$ cat src/rtl/dcs_pkg.sv
// Shared types and field widths of the distinct-count sketch.
package dcs_pkg;

  localparam int unsigned HASH_W  = 64;
  localparam int unsigned TRIAL_W = 4;
  localparam int unsigned RANK_W  = 7;
  localparam int unsigned SUM_W   = 11;
  localparam int unsigned EST_W   = 64;

  typedef enum logic [0:0] {
    OP_INSERT = 1'b0,
    OP_CLEAR  = 1'b1
  } op_e;

  typedef struct packed {
    op_e                op;
    logic [HASH_W-1:0]  hash_value;
    logic [TRIAL_W-1:0] trial;
  } item_t;

endpackage

$ cat src/rtl/dcs_update.sv
// Trial bitmaps, per-trial ranks and the running rank total.
module dcs_update #(
  parameter int unsigned TRIALS = 16,
  localparam int unsigned TotalW = $clog2(64 * TRIALS + 1)
) (
  input  logic                clk_i,
  input  logic                rst_ni,
  input  logic                en_i,
  input  dcs_pkg::item_t      item_i,
  output logic [TotalW-1:0]   total_o
);

  localparam int unsigned IdxW = (TRIALS > 1) ? $clog2(TRIALS) : 1;
  localparam int unsigned ExtW = (IdxW > dcs_pkg::TRIAL_W) ? IdxW : dcs_pkg::TRIAL_W;

  function automatic logic [dcs_pkg::RANK_W-1:0] trailing_ones(
    logic [dcs_pkg::HASH_W-1:0] b
  );
    logic [dcs_pkg::HASH_W-1:0] zeros;
    logic [dcs_pkg::HASH_W-1:0] first;
    logic [dcs_pkg::RANK_W-2:0] pos;
    zeros = ~b;
    first = zeros & (~zeros + 1'b1);
    pos   = '0;
    for (int n = 0; n < dcs_pkg::HASH_W; n++) begin
      if (first[n]) begin
        pos = pos | (dcs_pkg::RANK_W-1)'(n);
      end
    end
    if (zeros == '0) begin
      return dcs_pkg::RANK_W'(dcs_pkg::HASH_W);
    end
    return {1'b0, pos};
  endfunction

  logic [dcs_pkg::HASH_W-1:0] bitmaps_q [TRIALS];
  logic [dcs_pkg::RANK_W-1:0] ranks_q   [TRIALS];
  logic [TotalW-1:0]          total_q, total_d;

  logic [ExtW-1:0]            trial_ext;
  logic [IdxW-1:0]            idx;
  logic                       in_range;
  logic [dcs_pkg::HASH_W-1:0] low_bit;
  logic [dcs_pkg::HASH_W-1:0] bitmap_d;
  logic [dcs_pkg::RANK_W-1:0] rank_d;
  logic                       do_insert;
  logic                       do_clear;

  assign trial_ext = ExtW'(item_i.trial);
  assign idx       = trial_ext[IdxW-1:0];
  assign in_range  = 32'(item_i.trial) < 32'(TRIALS);
  assign low_bit   = item_i.hash_value & (~item_i.hash_value + 1'b1);
  assign bitmap_d  = bitmaps_q[idx] | low_bit;
  assign rank_d    = trailing_ones(bitmap_d);
  assign total_d   = total_q + TotalW'(rank_d) - TotalW'(ranks_q[idx]);
  assign do_clear  = en_i && (item_i.op == dcs_pkg::OP_CLEAR);
  assign do_insert = en_i && (item_i.op == dcs_pkg::OP_INSERT) && in_range;

  always_ff @(posedge clk_i or negedge rst_ni) begin
    if (!rst_ni) begin
      for (int i = 0; i < TRIALS; i++) begin
        bitmaps_q[i] <= '0;
        ranks_q[i]   <= '0;
      end
      total_q <= '0;
    end else if (do_clear) begin
      for (int i = 0; i < TRIALS; i++) begin
        bitmaps_q[i] <= '0;
        ranks_q[i]   <= '0;
      end
      total_q <= '0;
    end else if (do_insert) begin
      bitmaps_q[idx] <= bitmap_d;
      ranks_q[idx]   <= rank_d;
      total_q        <= total_d;
    end
  end

  assign total_o = total_q;

  a_clear_zeroes: assert property (@(posedge clk_i) disable iff (!rst_ni)
    do_clear |=> total_q == '0)
    else $error("rank total not zero after clear");

  a_insert_grows: assert property (@(posedge clk_i) disable iff (!rst_ni)
    do_insert |=> total_q >= $past(total_q))
    else $error("rank total fell on insert");

  a_idle_holds: assert property (@(posedge clk_i) disable iff (!rst_ni)
    !en_i |=> $stable(total_q))
    else $error("rank total moved without an update");

endmodule

$ cat src/rtl/dcs_estimate.sv
// Rank total to saturated rank sum and fixed-point distinct-count estimate.
module dcs_estimate #(
  parameter int unsigned TRIALS = 16,
  localparam int unsigned TotalW = $clog2(64 * TRIALS + 1)
) (
  input  logic [TotalW-1:0]         total_i,
  output logic [dcs_pkg::SUM_W-1:0] rank_sum_o,
  output logic [dcs_pkg::EST_W-1:0] estimate_o
);

  localparam int unsigned K        = $clog2(TRIALS);
  localparam int unsigned FW       = (K > 0) ? K : 1;
  localparam int unsigned MantW    = 33;
  localparam int unsigned DropW    = 23;
  localparam int unsigned WideW    = dcs_pkg::EST_W + DropW + 1;
  localparam int unsigned ShiftMax = WideW - MantW;
  localparam int unsigned ShW      = $clog2(ShiftMax + 1);
  localparam int unsigned SumMax   = (1 << dcs_pkg::SUM_W) - 1;

  function automatic logic [63:0] isqrt64(logic [63:0] x_in);
    logic [63:0] x;
    logic [63:0] r;
    logic [63:0] b;
    x = x_in;
    r = '0;
    b = 64'h4000_0000_0000_0000;
    for (int j = 0; j < 32; j++) begin
      if (x >= r + b) begin
        x = x - (r + b);
        r = (r >> 1) + b;
      end else begin
        r = r >> 1;
      end
      b = b >> 2;
    end
    return r;
  endfunction

  function automatic logic [MantW-1:0] frac_mant(int unsigned f, int unsigned k);
    logic [63:0] root;
    logic [63:0] m;
    logic [63:0] v;
    m    = 64'h8000_0000;
    root = isqrt64(64'h8000_0000_0000_0000);
    for (int unsigned i = 1; i <= 6; i++) begin
      if (i > 1) begin
        root = isqrt64(root << 31);
      end
      if ((i <= k) && (((f >> (k - i)) & 1) != 0)) begin
        m = (m * root) >> 31;
      end
    end
    v = (m * 64'd100000) / 64'd77351;
    return v[MantW-1:0];
  endfunction

  logic [MantW-1:0] vtab [TRIALS];

  for (genvar gi = 0; gi < TRIALS; gi++) begin : g_tab
    localparam logic [MantW-1:0] MantVal = frac_mant(gi, K);
    assign vtab[gi] = MantVal;
  end

  logic [FW-1:0]     f_idx;
  logic [TotalW-1:0] q;
  logic              q_over;
  logic [ShW-1:0]    sh;
  logic [WideW-1:0]  wide;

  assign f_idx  = (K == 0) ? '0 : total_i[FW-1:0];
  assign q      = total_i >> K;
  assign q_over = 32'(q) > 32'(ShiftMax);
  assign sh     = q[ShW-1:0];
  assign wide   = WideW'(vtab[f_idx]) << sh;

  assign estimate_o = (q_over || wide[WideW-1]) ? '1 : wide[WideW-2:DropW];
  assign rank_sum_o = (32'(total_i) > 32'(SumMax)) ? '1 : dcs_pkg::SUM_W'(total_i);

endmodule

$ cat src/rtl/distinct_count_sketch.sv
// Top level of the distinct-count sketch: stream ports and the three-stage word pipeline.
//
// Input stream: one word per hashed value. tdata carries hash_value in bits 63:0
// and trial in bits 67:64; tuser carries op (0 insert, 1 clear all trials).
// Output stream: one word per input word, in order. tdata carries rank_sum in
// bits 10:0 (sum of the trailing-ones counts of all trial bitmaps, saturating)
// and estimate in bits 74:11 (2^(rank_sum/TRIALS)/0.77351, unsigned, 8 fraction
// bits, saturating at all ones).
// Each word's result is registered in turn by the input, update and output stages before it is valid.
// Throughput: one word per cycle unless the output stalls; the bitmap update and its
// rank count finish within the one update stage, so a word for the same trial may follow at once.
// Reset clears every bitmap and the rank total; no words are in flight after it.
// A stalled output holds its word; the input, update and output stages fill and
// the input deasserts tready only when all three are occupied.
// Trials at or above TRIALS are ignored on insert and report the current state.
module distinct_count_sketch #(
  parameter int unsigned TRIALS = 16
) (
  input  logic        clk_i,
  input  logic        rst_ni,
  input  logic        s_axis_tvalid_i,
  output logic        s_axis_tready_o,
  input  logic [71:0] s_axis_tdata_i,   // hash_value[63:0], trial[67:64], zero pad
  input  logic [0:0]  s_axis_tuser_i,   // op[0]
  output logic        m_axis_tvalid_o,
  input  logic        m_axis_tready_i,
  output logic [79:0] m_axis_tdata_o    // rank_sum[10:0], estimate[74:11], zero pad
);

  localparam int unsigned TotalW = $clog2(64 * TRIALS + 1);

  dcs_pkg::item_t               in_q;
  logic                         in_vld_q, in_vld_d;
  logic                         upd_vld_q, upd_vld_d;
  logic                         out_vld_q, out_vld_d;
  logic [dcs_pkg::SUM_W-1:0]    rank_sum_q;
  logic [dcs_pkg::EST_W-1:0]    estimate_q;
  logic [dcs_pkg::SUM_W-1:0]    rank_sum;
  logic [dcs_pkg::EST_W-1:0]    estimate;
  logic [TotalW-1:0]            total;

  logic out_free;
  logic upd_free;
  logic upd_adv;
  logic in_adv;
  logic in_take;

  assign out_free        = !out_vld_q || m_axis_tready_i;
  assign upd_free        = !upd_vld_q || out_free;
  assign upd_adv         = upd_vld_q && out_free;
  assign in_adv          = in_vld_q && upd_free;
  assign s_axis_tready_o = !in_vld_q || upd_free;
  assign in_take         = s_axis_tvalid_i && s_axis_tready_o;

  always_comb begin
    in_vld_d  = in_take ? 1'b1 : (upd_free ? 1'b0 : in_vld_q);
    upd_vld_d = in_adv ? 1'b1 : (out_free ? 1'b0 : upd_vld_q);
    out_vld_d = upd_adv ? 1'b1 : (m_axis_tready_i ? 1'b0 : out_vld_q);
  end

  always_ff @(posedge clk_i or negedge rst_ni) begin
    if (!rst_ni) begin
      in_vld_q  <= 1'b0;
      upd_vld_q <= 1'b0;
      out_vld_q <= 1'b0;
    end else begin
      in_vld_q  <= in_vld_d;
      upd_vld_q <= upd_vld_d;
      out_vld_q <= out_vld_d;
    end
  end

  always_ff @(posedge clk_i) begin
    if (in_take) begin
      in_q.op         <= dcs_pkg::op_e'(s_axis_tuser_i[0]);
      in_q.hash_value <= s_axis_tdata_i[63:0];
      in_q.trial      <= s_axis_tdata_i[67:64];
    end
    if (upd_adv) begin
      rank_sum_q <= rank_sum;
      estimate_q <= estimate;
    end
  end

  dcs_update #(
    .TRIALS (TRIALS)
  ) u_update (
    .clk_i   (clk_i),
    .rst_ni  (rst_ni),
    .en_i    (in_adv),
    .item_i  (in_q),
    .total_o (total)
  );

  dcs_estimate #(
    .TRIALS (TRIALS)
  ) u_estimate (
    .total_i    (total),
    .rank_sum_o (rank_sum),
    .estimate_o (estimate)
  );

  assign m_axis_tvalid_o = out_vld_q;
  assign m_axis_tdata_o  = {5'b0, estimate_q, rank_sum_q};

  a_ready_only_on_stall: assert property (@(posedge clk_i) disable iff (!rst_ni)
    !s_axis_tready_o |-> (out_vld_q && !m_axis_tready_i && upd_vld_q && in_vld_q))
    else $error("input blocked without a full stalled pipeline");

  a_update_follows_input: assert property (@(posedge clk_i) disable iff (!rst_ni)
    upd_vld_q && !$past(upd_vld_q) |-> $past(in_vld_q))
    else $error("update stage filled without an input word");

  a_output_follows_update: assert property (@(posedge clk_i) disable iff (!rst_ni)
    $rose(out_vld_q) |-> $past(upd_vld_q))
    else $error("result appeared without an update");

endmodule
$ cat config.mk
export PLATFORM = sky130hd
export DESIGN_NAME = distinct_count_sketch
export DESIGN_NICKNAME = d
export VERILOG_FILES = /design/src/rtl/dcs_pkg.sv /design/src/rtl/dcs_update.sv /design/src/rtl/dcs_estimate.sv /design/src/rtl/distinct_count_sketch.sv
export SDC_FILE = /design/constraint.sdc
export NUM_CORES = 2
export LEC_CHECK = 0
export BUFFER_PORTS_ARGS = -buffer_cell sky130_fd_sc_hd__buf_4
export CAP_MARGIN = 10
export CORE_MARGIN = 4
export CORE_UTILIZATION = 55
export CTS_BUF_LIST = sky130_fd_sc_hd__clkbuf_16
export CTS_CLUSTER_DIAMETER = 200
export DETAILED_ROUTE_END_ITERATION = 12
export PLACE_DENSITY = 0.73
export RECOVER_POWER = 25
export SYNTH_ARGS = -nofsm -noshare
export SYNTH_HDL_FRONTEND = slang
export SYNTH_SLANG_ARGS = --single-unit
$ cat constraint.sdc
create_clock -name clk_i -period 7.76 [get_ports clk_i]
set_input_delay 0.776 -clock clk_i [delete_from_list [all_inputs] [get_ports clk_i]]
set_output_delay 0.776 -clock clk_i [all_outputs]
set_load 0.05 [all_outputs]
==> metrics.md <==
| Metric | Value |
|---|---|
| Status | finished, violations left |
| Failing checks | max-capacitance violations, max-slew violations |
| Period minus WS final | 7.219 ns |
| Max_slew headroom | -346.4% |
| NumNets Final | 5555 |
| Startpoint Class | flop |
| Final WS setup | 0.5411 ns |
| Hold Crit Class | input pin to flop |
| Setup violations, final | 0 |
| Top post-synthesis cells by count | dfrtp_1, nand2_1, o21ai_0 |
| Setup TNS | 0 ns |
| Die height | 340.0 µm |
| First-pass GRT wire length | 302.0 mm |
| Fin crit share | 93.03% |
| Post-synth top area share | 47.48% |
| EDFF count, synth | 144 |
| Post-synth ARST share | 88.87% |
| Initial antenna violation count | 1 |
| WL/cell | 28.47 µm |
| Max-cap check violation count | 6 |
| Dpl ws | 0.5514 ns |
| Clk_skew | 0.03910 ns |
| Worst-case clock buffer depth | 3 |
| WP data arrival | 7.92 ns |
| H-tree depth | 4 |
| Vias per inst | 6.798 |
| DPL Wire Length | 116.2 mm |
| GPL Wtd Cong | 0.9520 |
| Synthesis Warnings | 0 |
| FF+latch area | 0.03310 mm² |
| Total gr overflow | 0 |
| Register bit total from synthesis | 1294 |
| Vias | 47861 |
| Root Buffer | clkbuf_16 |
| Worst-Skew Late Latency | 0.79 ns |
| DRC | 0 |
| Post-DRT Antenna Nets | 0 |
| Final Max Slew Viols | 347 |
| WL final | 200.4 mm |
| FMAX | 138.5 MHz |
| Vias in the first global route | 48031 |
| Ys flop type | dfrtp_1 |
| Full die area | 0.1156 mm² |
| CTS clock-pin slew for the worst setup and hold paths | 0.06 ns |
| Num rows | 121 |
| Seq/Total Area, Yosys | 54.61% |
| Largest net degree at the start of global routing | 172 |
| Setup crit end kind | flop |
| # clock sinks | 1294 |
| Fillcell total | 8398 |
| WS Path Type | flop to flop |
| Share of cells above drive strength 1 | 17.83% |
| Area Overhead vs Synth | 12.32% |
| Core area | 0.1092 mm² |
| Max VDD drop | 184.0 µV |
| Top post-synthesis cells by area | dfrtp_1, mux4_2, o21ai_0 |
| Leak Pwr | 29.25 nW |
| Syn Inst Count | 5444 |
| Global Route Usage Sum | 34.57% |
| Unrepaired setup endpoints after global routing | false |
| Yosys cell types | 105 |
| Synth area leader | dfrtp_1 |
| Multi-input logic area | 0.02548 mm² |
| Num CTS Buffers | 139 |
| Starting density of the core | 55.53% |
| Count leader, synth | dfrtp_1 |
| Hold Violations, Final | 0 |
| Port Buf Inserts | 149 |
| 1st-iter DRT viols | 6489 |
| Die width | 340.0 µm |
| Mapped Avg Cell Area | 11.13 µm² |
| Placed cells | 6782 |
| Hold-fix buffers, CTS | 0 |
| DR pass1 iterations | 8 |
| Slew @ Worst Pin | 6.696 ns |
| CTS tree | done |
| PwrDens | 264.6 mW/mm² |
| Synthesized cell area | 0.06061 mm² |
| Fin cells | 7040 |
| Largest fanout on the critical path | 25 |
| # IOs | 159 |
| Critical path required time | 8.46 ns |
final cells by class:
class	count	area share, %
tap	1476	2.713
clock inverter	110	1.305
sequential	1294	48.62
clock buffer	144	5.293
multi-input combinational	3583	37.42
timing repair buffer	361	4.249
antenna	1	0.003676
inverter	71	0.3915
kinds of logic (layout without fill, tap and decap cells):
kind of cell	count (synthesis)	count (layout)	synth area share (%)
xor gates and xnor gates	10	10	0.1445
DFF	1294	1294	54.61
adders and majority gates	28	28	0.6647
buffers and inverters	571	686	4.036
muxes	401	401	12.75
other	1	6	0.006187
AOI/OAI and AO/OA	1658	1658	16.90
and+or+nand+nor	1481	1481	10.88
metrics by stage:
stage,hold WS (ns),area [µm²],power [mW],utilization (%)
final,0.1854,68080,18.01,62.37
after global placement,0.4340,63600,11.45,58.27
after CTS,0.1133,68090,18.00,62.38
after global routing,0.1597,68080,18.62,62.37
after floorplan,0.4249,60630,10.09,-
after detailed placement,0.4353,63600,11.47,58.27
cell usage in the layout, fill, tap and decap left out, types with 78 or more instances in the layout:
cell type  Yosys  final
inv_1         66     90
clkbuf_16      0    144
buf_4         29    264
o21ai_1       94     78
nand2_1     1057   1045
mux2i_1       87     87
a21oi_1       98     98
dfrtp_1     1150   1150
a22oi_1       90     90
edfxtp_1     144    144
mux4_2       295    295
nor2_1       132    130
o21ai_0      909    909
a22o_1       254    254
layer usage:
| metal | part of all wire [%] | global-route usage, % | routed length (µm) | vias up |
|---|---|---|---|---|
| met5 | 0.0075 | 0 | 15 | - |
| met4 | 5.4 | 17.33 | 10920 | 2 |
| met3 | 11 | 9.344 | 22550 | 693 |
| met2 | 46 | 53.16 | 92130 | 3138 |
| met1 | 37 | 45.75 | 74780 | 24235 |
| li1 | - | - | - | 19793 |
timing repair:
item | CTS | global route
setup buffers | 0 | 3
endpoints found under the hold margin | 0 | 0
gates resized for setup | 0 | 1
endpoints found under the setup margin | 0 | 1
worst max-delay path, stage by stage (launching register included):
cell and delay (ns):
edfxtp_1 0.38, buf_12 0.16, buf_4 0.42, nand3b_1 0.43, o221ai_1 0.44, o22a_1 0.19
o221ai_1 0.19, nor3_4 0.62, nand4_1 0.44, nor3_1 0.74, a2bb2oi_1 0.20, nand3_1 0.18
nor4_4 0.09, inv_1 0.10, fa_1 0.45, fa_1 0.42, a21o_1 0.17, a21oi_1 0.23
o21bai_1 0.11, a21oi_1 0.24, o21bai_1 0.11, a21oi_1 0.24, o21bai_1 0.09, a21oi_1 0.18
xnor2_1 0.13, nand2_1 0.06, o21ai_0 0.07
where the power goes:
group | total, mW | switching, mW | internal, mW
registers | 7.39 | 0.202 | 7.19
logic | 4.03 | 2.83 | 1.21
clock network | 6.59 | 2.86 | 3.72
total | 18.0 | 5.89 | 12.1
path summary, 6_finish.rpt:
| check | from | end | slack, ns | cells past startpoint |
|---|---|---|---|---|
| max in group asynchronous | rst_ni | u_update.bitmaps_q[110]$_DFFE_PN0P_ | 1.01 | 3 |
| worst min register to register | u_update.total_o[10]$_DFFE_PN0P_ | rank_sum_q[10]$_DFFE_PP_ | 0.45 | 0 |
| min in group asynchronous | rst_ni | u_update.bitmaps_q[1011]$_DFFE_PN0P_ | 2.46 | 1 |
| worst min-delay path | s_axis_tdata_i[52] | in_q[56]$_DFFE_PP_ | 0.19 | 1 |
| worst max register to register | in_q[0]$_DFFE_PP_ | u_update.total_o[10]$_DFFE_PN0P_ | 0.54 | 26 |
| worst max-delay path | in_q[0]$_DFFE_PP_ | u_update.total_o[10]$_DFFE_PN0P_ | 0.54 | 26 |
state kept, by name (all words and copies together), names as in the netlist, 11 cells and up:
| signal | flops |
|---|---|
| rank_sum_q | 11 |
| estimate_q | 64 |
| u_update.total_o | 11 |
| u_update.bitmaps_q | 1024 |
| in_q | 69 |
| u_update.ranks_q | 112 |
(Power assumes the default switching activity.)
